**src/rtl/fccm_pkg.sv**
```systemverilog
// types and constants of the fat16 cluster chain manager
package fccm_pkg;

	localparam int CMD_W = 2;
	localparam int ST_W  = 2;

	localparam logic [CMD_W-1:0] CMD_FORMAT = 2'd0;
	localparam logic [CMD_W-1:0] CMD_ALLOC  = 2'd1;
	localparam logic [CMD_W-1:0] CMD_FREE   = 2'd2;
	localparam logic [CMD_W-1:0] CMD_READ   = 2'd3;

	localparam logic [ST_W-1:0] ST_OK   = 2'd0;
	localparam logic [ST_W-1:0] ST_FULL = 2'd1;
	localparam logic [ST_W-1:0] ST_ZERO = 2'd2;
	localparam logic [ST_W-1:0] ST_BAD  = 2'd3;

	localparam logic [1:0] REG_CLUSTER_LIMIT = 2'd0;
	localparam logic [1:0] REG_MEDIA_TYPE    = 2'd1;
	localparam logic [1:0] REG_BYTES_PER_CL  = 2'd2;

	localparam logic [12:0] RST_CLUSTER_LIMIT = 13'd4096;
	localparam logic [7:0]  RST_MEDIA_TYPE    = 8'd248;
	localparam logic [16:0] RST_BYTES_PER_CL  = 17'd2048;

	localparam logic [15:0] MEDIA_HI = 16'hff00;
	localparam logic [15:0] LINK_EOC = 16'hffff;
	localparam logic [15:0] LINK_FREE = 16'h0000;

	typedef enum logic [3:0] {
		S_CLR, S_IDLE, S_DISP, S_RD_WAIT, S_FMT,
		S_ALC_EOC, S_ALC_RD, S_ALC_CHK, S_ALC_LNK,
		S_REL_RD, S_REL_WR, S_FRE_EOC, S_FRE_CHK, S_FRE_WR, S_DONE
	} state_t;

	typedef enum logic [3:0] {
		OP_NOP, OP_CLR, OP_LOAD, OP_DISPATCH, OP_FMT, OP_EOC,
		OP_SCAN_RD, OP_SCAN_SKIP, OP_TAKE, OP_LINK, OP_REL_START,
		OP_WALK_RD, OP_UNLINK
	} op_t;

	typedef enum logic [1:0] {
		VAL_ZERO, VAL_RDATA, VAL_HEAD
	} val_sel_t;

	typedef struct packed {
		op_t             op;
		logic            res_en;
		val_sel_t        val_sel;
		logic [ST_W-1:0] st;
		logic            push;
	} ctl_t;

	typedef struct packed {
		logic [CMD_W-1:0] cmd;
		logic clr_last;
		logic fmt_last;
		logic rd_oob;
		logic rdata_zero;
		logic scan_end;
		logic count_zero;
		logic left_zero;
		logic cur_oob;
		logic cur_eoc;
		logic fre_bad;
		logic out_busy;
	} sts_t;

endpackage

```
**src/rtl/fccm_ctrl.sv**
```systemverilog
// command sequencer for clear, format, allocate, release, free and read
module fccm_ctrl (
	input  logic           clk,
	input  logic           arst_n,
	input  logic           in_valid,
	output logic           in_ready,
	input  fccm_pkg::sts_t sts,
	output fccm_pkg::ctl_t ctl
);

	fccm_pkg::state_t state_q, state_d;

	always_ff @(posedge clk or negedge arst_n) begin
		if (!arst_n) begin
			state_q <= fccm_pkg::S_CLR;
		end else begin
			state_q <= state_d;
		end
	end

	always_comb begin
		state_d     = state_q;
		in_ready    = 1'b0;
		ctl.op      = fccm_pkg::OP_NOP;
		ctl.res_en  = 1'b0;
		ctl.val_sel = fccm_pkg::VAL_ZERO;
		ctl.st      = fccm_pkg::ST_OK;
		ctl.push    = 1'b0;
		unique case (state_q)
			fccm_pkg::S_CLR: begin
				ctl.op = fccm_pkg::OP_CLR;
				if (sts.clr_last) state_d = fccm_pkg::S_IDLE;
			end
			fccm_pkg::S_IDLE: begin
				in_ready = 1'b1;
				if (in_valid) begin
					ctl.op  = fccm_pkg::OP_LOAD;
					state_d = fccm_pkg::S_DISP;
				end
			end
			fccm_pkg::S_DISP: begin
				ctl.op = fccm_pkg::OP_DISPATCH;
				unique case (sts.cmd)
					fccm_pkg::CMD_FORMAT: state_d = fccm_pkg::S_FMT;
					fccm_pkg::CMD_ALLOC: begin
						if (sts.left_zero) begin
							ctl.res_en = 1'b1;
							ctl.st     = fccm_pkg::ST_ZERO;
							state_d    = fccm_pkg::S_DONE;
						end else begin
							state_d = fccm_pkg::S_ALC_EOC;
						end
					end
					fccm_pkg::CMD_FREE: state_d = fccm_pkg::S_FRE_EOC;
					default: begin
						if (sts.rd_oob) begin
							ctl.res_en = 1'b1;
							ctl.st     = fccm_pkg::ST_BAD;
							state_d    = fccm_pkg::S_DONE;
						end else begin
							state_d = fccm_pkg::S_RD_WAIT;
						end
					end
				endcase
			end
			fccm_pkg::S_RD_WAIT: begin
				ctl.res_en  = 1'b1;
				ctl.val_sel = fccm_pkg::VAL_RDATA;
				state_d     = fccm_pkg::S_DONE;
			end
			fccm_pkg::S_FMT: begin
				ctl.op = fccm_pkg::OP_FMT;
				if (sts.fmt_last) begin
					ctl.res_en = 1'b1;
					state_d    = fccm_pkg::S_DONE;
				end
			end
			fccm_pkg::S_ALC_EOC: begin
				ctl.op = fccm_pkg::OP_EOC;
				// no end-of-chain mark means nothing can be marked used
				if (sts.rdata_zero) begin
					ctl.res_en = 1'b1;
					ctl.st     = fccm_pkg::ST_FULL;
					state_d    = fccm_pkg::S_DONE;
				end else begin
					state_d = fccm_pkg::S_ALC_RD;
				end
			end
			fccm_pkg::S_ALC_RD: begin
				if (sts.scan_end) begin
					if (sts.count_zero) begin
						ctl.res_en = 1'b1;
						ctl.st     = fccm_pkg::ST_FULL;
						state_d    = fccm_pkg::S_DONE;
					end else begin
						ctl.op  = fccm_pkg::OP_REL_START;
						state_d = fccm_pkg::S_REL_RD;
					end
				end else begin
					ctl.op  = fccm_pkg::OP_SCAN_RD;
					state_d = fccm_pkg::S_ALC_CHK;
				end
			end
			fccm_pkg::S_ALC_CHK: begin
				if (sts.rdata_zero) begin
					ctl.op  = fccm_pkg::OP_TAKE;
					state_d = fccm_pkg::S_ALC_LNK;
				end else begin
					ctl.op  = fccm_pkg::OP_SCAN_SKIP;
					state_d = fccm_pkg::S_ALC_RD;
				end
			end
			fccm_pkg::S_ALC_LNK: begin
				ctl.op = fccm_pkg::OP_LINK;
				if (sts.left_zero) begin
					ctl.res_en  = 1'b1;
					ctl.val_sel = fccm_pkg::VAL_HEAD;
					state_d     = fccm_pkg::S_DONE;
				end else begin
					state_d = fccm_pkg::S_ALC_RD;
				end
			end
			fccm_pkg::S_REL_RD: begin
				if (sts.count_zero || sts.cur_oob) begin
					ctl.res_en = 1'b1;
					ctl.st     = fccm_pkg::ST_FULL;
					state_d    = fccm_pkg::S_DONE;
				end else begin
					ctl.op  = fccm_pkg::OP_WALK_RD;
					state_d = fccm_pkg::S_REL_WR;
				end
			end
			fccm_pkg::S_REL_WR: begin
				ctl.op  = fccm_pkg::OP_UNLINK;
				state_d = fccm_pkg::S_REL_RD;
			end
			fccm_pkg::S_FRE_EOC: begin
				ctl.op  = fccm_pkg::OP_EOC;
				state_d = fccm_pkg::S_FRE_CHK;
			end
			fccm_pkg::S_FRE_CHK: begin
				if (sts.cur_eoc) begin
					ctl.res_en = 1'b1;
					state_d    = fccm_pkg::S_DONE;
				end else if (sts.fre_bad) begin
					ctl.res_en = 1'b1;
					ctl.st     = fccm_pkg::ST_BAD;
					state_d    = fccm_pkg::S_DONE;
				end else begin
					ctl.op  = fccm_pkg::OP_WALK_RD;
					state_d = fccm_pkg::S_FRE_WR;
				end
			end
			fccm_pkg::S_FRE_WR: begin
				ctl.op  = fccm_pkg::OP_UNLINK;
				state_d = fccm_pkg::S_FRE_CHK;
			end
			fccm_pkg::S_DONE: begin
				if (!sts.out_busy) begin
					ctl.push = 1'b1;
					state_d  = fccm_pkg::S_IDLE;
				end
			end
			default: state_d = fccm_pkg::S_IDLE;
		endcase
	end

endmodule

```
**config.mk**
```make
export PLATFORM = sky130hd
export DESIGN_NAME = fccm_ctrl
export DESIGN_NICKNAME = d
export VERILOG_FILES = /design/src/rtl/fccm_pkg.sv /design/src/rtl/fccm_ctrl.sv
export SDC_FILE = /design/constraint.sdc
export NUM_CORES = 1
export LEC_CHECK = 0
export ABC_AREA = 1
export BUFFER_PORTS_ARGS = -buffer_cell sky130_fd_sc_hd__buf_2
export CAP_MARGIN = 25
export CORE_MARGIN = 4
export CORE_UTILIZATION = 35
export CTS_BUF_LIST = sky130_fd_sc_hd__clkbuf_8
export CTS_CLUSTER_DIAMETER = 60
export DETAILED_ROUTE_END_ITERATION = 6
export PLACE_DENSITY = 0.71
export RECOVER_POWER = 50
export SLEW_MARGIN = 10
export SYNTH_ARGS = -nofsm -noshare
export SYNTH_HDL_FRONTEND = slang
export SYNTH_SLANG_ARGS = --single-unit
```
**constraint.sdc**
```tcl
create_clock -name clk -period 2.2 [get_ports clk]
set_input_delay 0.11 -clock clk [delete_from_list [all_inputs] [get_ports clk]]
set_output_delay 0.11 -clock clk [all_outputs]
set_load 0.05 [all_outputs]
```
==> impl_metrics.yaml, run 1 <==
detailed_routing:
  firstDrtPassIters: 4
  routedWlPerCell_um: 12.2
  antenna_left: 0
  drc_errors: 0
  wirelength_um: 2430
  drtIter0Drc: 32
  vias: 992
  viasPerCell: 4.96
finish:
  nets: 191
  areaGrowthSynthToFinish_pct: 28.4
  nFillCells: 227
  final_cell_area_sq_um: 945
  most-common-layout-cells: "nand2_1, buf_2, nor2_1, inv_1, nand3_1"
  antennaDiodeCount: 0
  ff_latch_area_sq_um: 100
  final_common_cell: "nand2_1"
  drive_gt1_share_pct: 23.1
  largest_reg_flops: 4
  multi_input_area_sq_um: 558
  regMostFlops: "state_q"
  top_regs: "state_q (4)"
placement:
  routabilityCongestion: 1.05
  dp_hpwl_um: 2060
  port_buffers: 26
  placed_area_sq_um: 900
worst_setup_path:
  slowest_stage: "dfrtp_1"
  worstSetupPathType: "flop to primary output"
  cp_cell_sequence: "inv_1 > nand2_1 > inv_1 > nand2_1 > o21ai_0 > nor3_1 > nand3_1 > buf_2"
  cp_max_fo: 5
  max_stage_delay_ns: 0.39
  required_ns: 2.09
  start_kind: "flop"
  crit_arrival_ns: 1.74
  endpoint_kind: "primary output"
sta:
  finClkSkew_ns: 0.00327
  worst_pin_slew_ns: 0.597
  fin_tns_setup_ns: 0
  fin_crit_ns: 1.85
  fmax_mhz: 541
  min_period_over_period_pct: 84.1
  hold_viol_final: 0
  timing.max_slew.rel_slack_pct: 60.4
  rsz0062_at_grt: "no"
  setup_viol: 0
  drv_slew: 0
global_routing:
  antenna_found_initial: 0
  grt_usage_pct: 18.6
  grt_max_degree: 8
  grt_pass1_wl_um: 3870
  grt_pass1_vias: 896
  overflow: 0
floorplan:
  pin_count: 27
  die_area_sq_um: 2900
  dieWidth_um: 53.8
  fp-row-count: 16
  dieHeight_um: 53.8
  initial_utilization_pct: 37.1
  core-area_sq_um: 1980
pwr:
  powerDensity_nw_per_um2: 1710
  irDropWorstVdd_uv: 880
  p_leak_nw: 0.584
cts:
  cts_buffer_depth: 2
  clk_pin_slew_ns: 0.03
  post_cts_resized: 0
  htree_levels: 1
  clock_sinks: 4
  cts_tree: "done"
  numCtsBuffers: 3
  cts-root-buf: "clkbuf_8"
  insertion_delay_ns: 0.22
  postCtsSetupBuffers: 0
synthesis:
  synth_area_sq_um: 736
  ys_warn_count: 0
  avgSynthCellArea_sq_um: 5.14
  yosys_register_bits: 4
  synthCells: 143
  yosysTopAreaCell: "nand2_1"
  netlist.area_leader.share_pct: 25.5
  syn_nets: 159
  ys_seq_area_share_pct: 13.6
  synth.distinct_cells: 17
  ys_top_cells_by_area: "nand2_1, dfrtp_1, nor2_1"
run:
  cap_violations: 0
min_path:
  hold_class: "primary input to flop"
status:
  run_status: "finished clean"
[per-stage QoR]
| step | cells | utilization, % | hold slack (ns) | worst slack (ns) | total power [mW] |
|---|---|---|---|---|---|
| floorplan | 143 | - | -0.186 | 0.222 | 1.17 |
| global placement | 196 | 45.4 | -0.0859 | 0.592 | 1.46 |
| detailed placement | 196 | 45.4 | -0.0848 | 0.595 | 1.46 |
| CTS | 200 | 48.0 | 0.218 | 0.367 | 1.62 |
| global route | 200 | 47.7 | 0.261 | 0.206 | 1.74 |
| finish | 200 | 47.7 | 0.215 | 0.350 | 1.62 |
[worst paths after layout]
check / start / to / slack (ns) / cells after the start
max in group asynchronous: arst_n / state_q[2] / 1.78 / 2
setup reg to reg: state_q[0] / state_q[3] / 0.73 / 9
hold reg to reg: state_q[2] / state_q[2] / 0.66 / 2
hold / removal: in_valid / state_q[0] / 0.22 / 4
min in group asynchronous: arst_n / state_q[1] / 0.24 / 2
setup / recovery: state_q[0] / ctl[9] / 0.35 / 8
[power breakdown]
| part | switching, mW | internal (mW) |
|---|---|---|
| Sequential | 0.0579 | 0.116 |
| Clock | 0.0407 | 0.117 |
| Combinational | 0.955 | 0.332 |
[worst max-delay path: cells and delay by family, from the launching register on]
kind / cells / cell delay [ns]
buffers and inverters: 3 / 0.42
DFF: 1 / 0.39
AOI/OAI and AO/OA: 1 / 0.12
and+or+nand+nor: 4 / 0.59
[logic make-up (layout without fill, tap and decap cells)]
family,after synthesis,in the layout,share of synthesized area (%)
compound gates,11,11,9.01
simple gates,108,108,67.2
buf+inv,20,50,10.2
flops,4,4,13.6
[routing by layer]
| metal | up-vias | track usage [%] | share of wire [%] | wire, um |
|---|---|---|---|---|
| met5 | - | 0 | 0 | 0 |
| met4 | 0 | 8.94 | 2.2 | 53 |
| met3 | 6 | 1.39 | 6.9 | 167 |
| met2 | 39 | 32.5 | 48 | 1170 |
| met1 | 436 | 22.7 | 43 | 1040 |
| li1 | 511 | - | - | - |
[cells in the mapped netlist]
cell,instances
inv_2,2
nand2_2,4
o2111ai_1,1
nor3b_1,1
inv_1,18
nor2_4,2
o21ai_0,6
nand3b_1,4
nand2_1,50
dfrtp_1,4
nand3_1,15
a21oi_1,3
nand2_4,1
nor2_1,21
o22ai_2,1
nor2_2,5
nor3_1,5
[layout make-up]
class / count / area share [%]
timing repair buffer: 27 / 14.4
clock buffer: 3 / 4.37
inverter: 20 / 7.95
tap: 27 / 3.58
sequential: 4 / 10.6
multi-input combinational: 119 / 59.1
[what timing repair did]
| action | 4_1_cts | 5_1_grt |
|---|---|---|
| endpoints found under the setup margin | 0 | 0 |
| hold buffers | 1 | 0 |
| endpoints found under the hold margin | 4 | 0 |
(Power assumes the default switching activity.)
==> run 2, diff against run 1 <==
--- a/config.mk
+++ b/config.mk
@@ -13,7 +13,7 @@
 export CTS_BUF_LIST = sky130_fd_sc_hd__clkbuf_8
 export CTS_CLUSTER_DIAMETER = 60
 export DETAILED_ROUTE_END_ITERATION = 6
-export PLACE_DENSITY = 0.71
+export PLACE_DENSITY = 0.73
 export RECOVER_POWER = 50
 export SLEW_MARGIN = 10
 export SYNTH_ARGS = -nofsm -noshare
==> constraint.sdc (replaced) <==
create_clock -name clk -period 1.6 [get_ports clk]
set_input_delay 0.08 -clock clk [delete_from_list [all_inputs] [get_ports clk]]
set_output_delay 0.08 -clock clk [all_outputs]
set_load 0.05 [all_outputs]
==> impl_metrics.yaml, run 2 (synthesis results as in run 1) <==
finish:
  instances_no_fill: 208
  top_regs: "state_q (4)"
  final_common_cell: "nand2_1"
  areaGrowthSynthToFinish_pct: 58.8
  regMostFlops: "state_q"
  multi_input_area_sq_um: 669
  fin_util_pct: 59.0
  drive_gt1_share_pct: 44.2
  largest_reg_flops: 4
  ff_latch_area_sq_um: 105
  antennaDiodeCount: 0
  most-common-layout-cells: "nand2_1, buf_2, nand3_1, inv_1, nor2_1"
  nets: 199
  nFillCells: 185
cts:
  clock_sinks: 4
  clk_pin_slew_ns: 0.03
  insertion_delay_ns: 0.21
  cts_buffer_depth: 2
  numCtsBuffers: 3
  htree_levels: 1
  cts_tree: "done"
  cts-root-buf: "clkbuf_8"
placement:
  dp_hpwl_um: 2020
  dp_cells: 198
  place_ws_ns: 0.00798
  routabilityCongestion: 0.954
  port_buffers: 26
sta:
  fin_ws_ns: 0.00376
  fmax_mhz: 626
  finClkSkew_ns: 0.000961
  setup_viol: 0
  drv_slew: 0
  worst_pin_slew_ns: 0.323
  min_period_over_period_pct: 99.8
  fin_crit_ns: 1.60
  timing.max_slew.rel_slack_pct: 78.3
  rsz0062_at_grt: "yes"
  hold_viol_final: 0
pwr:
  swShare_pct: 59.9
  p_seq_share_pct: 11.0
  pwr-share-clk_pct: 7.2
  internal_power_mw: 1.12
  powerDensity_nw_per_um2: 2400
  p_switching_mw: 1.68
  irDropWorstVdd_uv: 1590
  p_leak_nw: 0.666
  power_frac_comb_pct: 81.8
min_path:
  min_to: "state_q[0]"
  min_path_cells: 4
  hold_class: "primary input to flop"
  hold_start: "in_valid"
floorplan:
  fp-row-count: 16
  pin_count: 27
  die_area_sq_um: 2900
  core-area_sq_um: 1980
  dieHeight_um: 53.8
  initial_utilization_pct: 37.1
  dieWidth_um: 53.8
detailed_routing:
  viasPerCell: 5.17
  routedWlPerCell_um: 13.2
  vias: 1075
  wirelength_um: 2740
  antenna_left: 0
  firstDrtPassIters: 4
  drc_errors: 0
  drtIter0Drc: 45
worst_setup_path:
  start_kind: "flop"
  critPathBufInv: 2
  reg2reg_from: "state_q[3]"
  worstSetupPathType: "flop to primary output"
  crit_arrival_ns: 1.52
  cp_max_fo: 6
  worst-r2r-cell-count: 7
  cp_top_family: "simple AND/OR/NAND/NOR gates"
  r2r_end: "state_q[0]"
  crit_path_start: "state_q[2]"
  reg2reg_slack_ns: 0.15
  endpoint_kind: "primary output"
  required_ns: 1.52
  slowest_stage: "dfrtp_2"
  max_stage_delay_ns: 0.48
  cp_cell_sequence: "inv_4 > nand2_4 > nor3_1 > nor3_2 > nand3_1 > buf_6"
run:
  cap_violations: 0
global_routing:
  grt_usage_pct: 17.9
  grt_max_degree: 8
  grt_pass1_wl_um: 3860
  overflow: 0
  antenna_found_initial: 0
  grt_pass1_vias: 913
status:
  run_status: "finished clean"
==> run 2: how the worst max path moves through the flow <==
stage                     endpoint  slack, ns  cells after the start
after floorplan             ctl[5]      -0.09                      5
after global placement      ctl[9]     0.0003                      8
after detailed placement    ctl[9]      0.008                      8
after CTS                   ctl[5]     -0.008                      8
after global routing        ctl[6]      -0.07                      8
final                       ctl[1]      0.004                      6
==> run 2: stage by stage <==
stage	total power, mW	hold WS (ns)	cell area (sq um)	TNS [ns]
global route	3.00	0.196	1170	-0.331
detailed placement	2.06	-0.114	933	0
global placement	2.06	-0.116	933	0
floorplan	1.65	-0.216	754	-0.0891
CTS	2.49	0.190	1040	-0.00766
finish	2.80	0.181	1170	0
==> run 2: cell type report <==
| class | count | area share [%] |
|---|---|---|
| repair buffers | 35 | 20.2 |
| inverters | 20 | 7.07 |
| multi-input cells | 119 | 57.3 |
| well taps | 27 | 2.89 |
| flip-flops and latches | 4 | 8.99 |
| clock buffers | 3 | 3.53 |
==> run 2: what timing repair did <==
action,4_1_cts,5_1_grt
setup endpoints to repair,6,8
buffers inserted,1,5
hold endpoints to repair,4,0
gates resized for setup,21,28
pin swaps,1,4
hold buffers,1,0
==> run 2: routing by layer <==
metal | up-vias | track usage [%] | wire length (um)
met5 | - | 0 | 0
met4 | 0 | 3.83 | 31
met3 | 4 | 2.22 | 190
met2 | 61 | 32.5 | 1390
met1 | 482 | 22.2 | 1130
li1 | 528 | - | -
==> run 2: power groups by stage <==
stage                     clock, mW  combinational [mW]  sequential (mW)
after CTS                     0.209                2.02            0.257
after global placement            0                1.83            0.236
after detailed placement          0                1.82            0.239
after global routing          0.219                2.47            0.314
after floorplan                   0                1.42            0.225
final                         0.203                2.29            0.307
==> run 2: worst min-delay path: cells and delay by family <==
| kind | cells | cell delay (ns) |
|---|---|---|
| buffers and inverters | 2 | 0.12 |
| and+or+nand+nor | 2 | 0.15 |
==> run 3, diff against run 2 <==
--- a/config.mk
+++ b/config.mk
@@ -12,6 +12,7 @@
 export CORE_UTILIZATION = 35
 export CTS_BUF_LIST = sky130_fd_sc_hd__clkbuf_8
 export CTS_CLUSTER_DIAMETER = 60
+export CTS_CLUSTER_SIZE = 40
 export DETAILED_ROUTE_END_ITERATION = 6
 export PLACE_DENSITY = 0.73
 export RECOVER_POWER = 50
==> constraint.sdc (replaced) <==
create_clock -name clk -period 1.6 [get_ports clk]
set_input_delay 0.08 -clock clk [delete_from_list [all_inputs] [get_ports clk]]
set_output_delay 0.08 -clock clk [all_outputs]
set_load 0.02 [all_outputs]
==> impl_metrics.yaml, run 3 (synthesis results as in run 1) <==
status:
  violations: "setup timing"
  run_status: "finished, violations left"
detailed_routing:
  wirelength_um: 2660
  vias: 1072
  viasPerCell: 5.20
  firstDrtPassIters: 4
  drtIter0Drc: 30
  routedWlPerCell_um: 12.9
  drc_errors: 0
  antenna_left: 0
finish:
  top_regs: "state_q (4)"
  nets: 197
  drive_gt1_share_pct: 43.6
  antennaDiodeCount: 0
  most-common-layout-cells: "nand2_1, buf_2, nor2_1, nand3_1, inv_1"
  final_common_cell: "nand2_1"
  final_cell_area_sq_um: 1130
  areaGrowthSynthToFinish_pct: 53.4
  largest_reg_flops: 4
  regMostFlops: "state_q"
pwr:
  swShare_pct: 56.3
  p_leak_nw: 0.663
  pwr-share-clk_pct: 8.7
  irDropWorstVdd_uv: 1180
  power_frac_comb_pct: 78.8
  powerDensity_nw_per_um2: 2090
  p_seq_share_pct: 12.5
  internal_power_mw: 1.03
  p_switching_mw: 1.33
sta:
  min_period_over_period_pct: 101
  rsz0062_at_grt: "yes"
  fin_crit_ns: 1.61
  fmax_mhz: 622
  fin_ws_ns: -0.00898
  worst_pin_slew_ns: 0.282
  setup_viol: 1
  drv_slew: 0
  timing.max_slew.rel_slack_pct: 81.0
  fin_hold_ws_ns: 0.202
  finClkSkew_ns: 0.000826
  hold_viol_final: 0
placement:
  dp_hpwl_um: 1930
  routabilityCongestion: 0.978
  port_buffers: 26
  placed_area_sq_um: 900
cts:
  clk_pin_slew_ns: 0.03
  cts-root-buf: "clkbuf_8"
  numCtsBuffers: 3
  cts_tree: "done"
  cts_buffer_depth: 2
  htree_levels: 1
  insertion_delay_ns: 0.21
  clock_sinks: 4
worst_setup_path:
  slowest_stage: "dfrtp_2"
  endpoint_kind: "primary output"
  worstSetupPathType: "flop to primary output"
  max_stage_delay_ns: 0.43
  cp_max_fo: 5
  worst-r2r-cell-count: 7
  start_kind: "flop"
  required_ns: 1.52
  crit_arrival_ns: 1.53
  cp_cell_sequence: "buf_6 > nand2_4 > inv_2 > nand2_2 > nor2_4 > nor3b_2 > nand3_1 > buf_4"
global_routing:
  grt_pass1_vias: 879
  grt_usage_pct: 17.3
  grt_pass1_wl_um: 3710
  antenna_found_initial: 0
  overflow: 0
  grt_max_degree: 8
floorplan:
  dieWidth_um: 53.8
  core-area_sq_um: 1980
  pin_count: 27
  fp-row-count: 16
  die_area_sq_um: 2900
  dieHeight_um: 53.8
  initial_utilization_pct: 37.1
min_path:
  min_path_cells: 4
  hold_class: "primary input to flop"
run:
  cap_violations: 0
==> run 3: area by class of cell <==
class                      count  area [sq um]
fill                         191           853
multi-input combinational    119           667
timing repair buffer          33           201
sequential                     4           105
inverter                      20          80.1
clock buffer                   3          41.3
tap                           27          33.8
==> run 3: timing repair <==
item                                   in CTS  in global routing
hold buffers                                1                  0
pin swaps                                   1                  7
setup endpoints to repair                   6                  7
resized for setup                           6                 40
endpoints found under the hold margin       4                  0
gates cloned                                0                  0
buffers inserted                            1                  5
==> run 3: power by group through the flow <==
| stage | combinational, mW | sequential [mW] | clock, mW |
|---|---|---|---|
| after floorplan | 1.05 | 0.225 | 0 |
| after global placement | 1.41 | 0.235 | 0 |
| after detailed placement | 1.42 | 0.240 | 0 |
| after CTS | 1.46 | 0.250 | 0.214 |
| after global routing | 2.01 | 0.305 | 0.214 |
| final | 1.86 | 0.295 | 0.206 |
==> run 3: metal layers <==
metal / vias up / GRT usage [%] / part of all wire (%) / wire, um
li1: 526 / - / - / -
met4: 0 / 6.38 / 2.0 / 54
met1: 498 / 21.5 / 40 / 1070
met5: - / 0 / 0 / 0
met3: 6 / 1.11 / 6.3 / 168
met2: 42 / 30.6 / 52 / 1370
==> run 3: final timing paths <==
path                            start          to  slack (ns)
setup reg to reg           state_q[3]  state_q[3]        0.14
min in group asynchronous      arst_n  state_q[1]        0.22
hold reg to reg            state_q[2]  state_q[2]        0.68
max in group asynchronous      arst_n  state_q[3]        1.19
setup / recovery           state_q[0]      ctl[5]      -0.009
hold / removal               in_valid  state_q[0]        0.20
==> run 3: metrics by stage <==
stage                     TNS (ns)  util (%)  setup WS (ns)  std cells  total power [mW]
after global placement           0      45.4          0.180        196              1.64
after floorplan                  0         -          0.256        143              1.28
after detailed placement         0      45.4          0.152        196              1.66
after global routing        -0.181      56.9        -0.0483        206              2.53
after CTS                        0      49.1        0.00853        201              1.92
final                     -0.00898      56.9       -0.00898        206              2.36
==> run 3: critical path, delay by kind of cell, from the launching register on <==
family,cells,cell delay (ns)
simple gates,5,0.50
flops,1,0.43
buf+inv,3,0.38
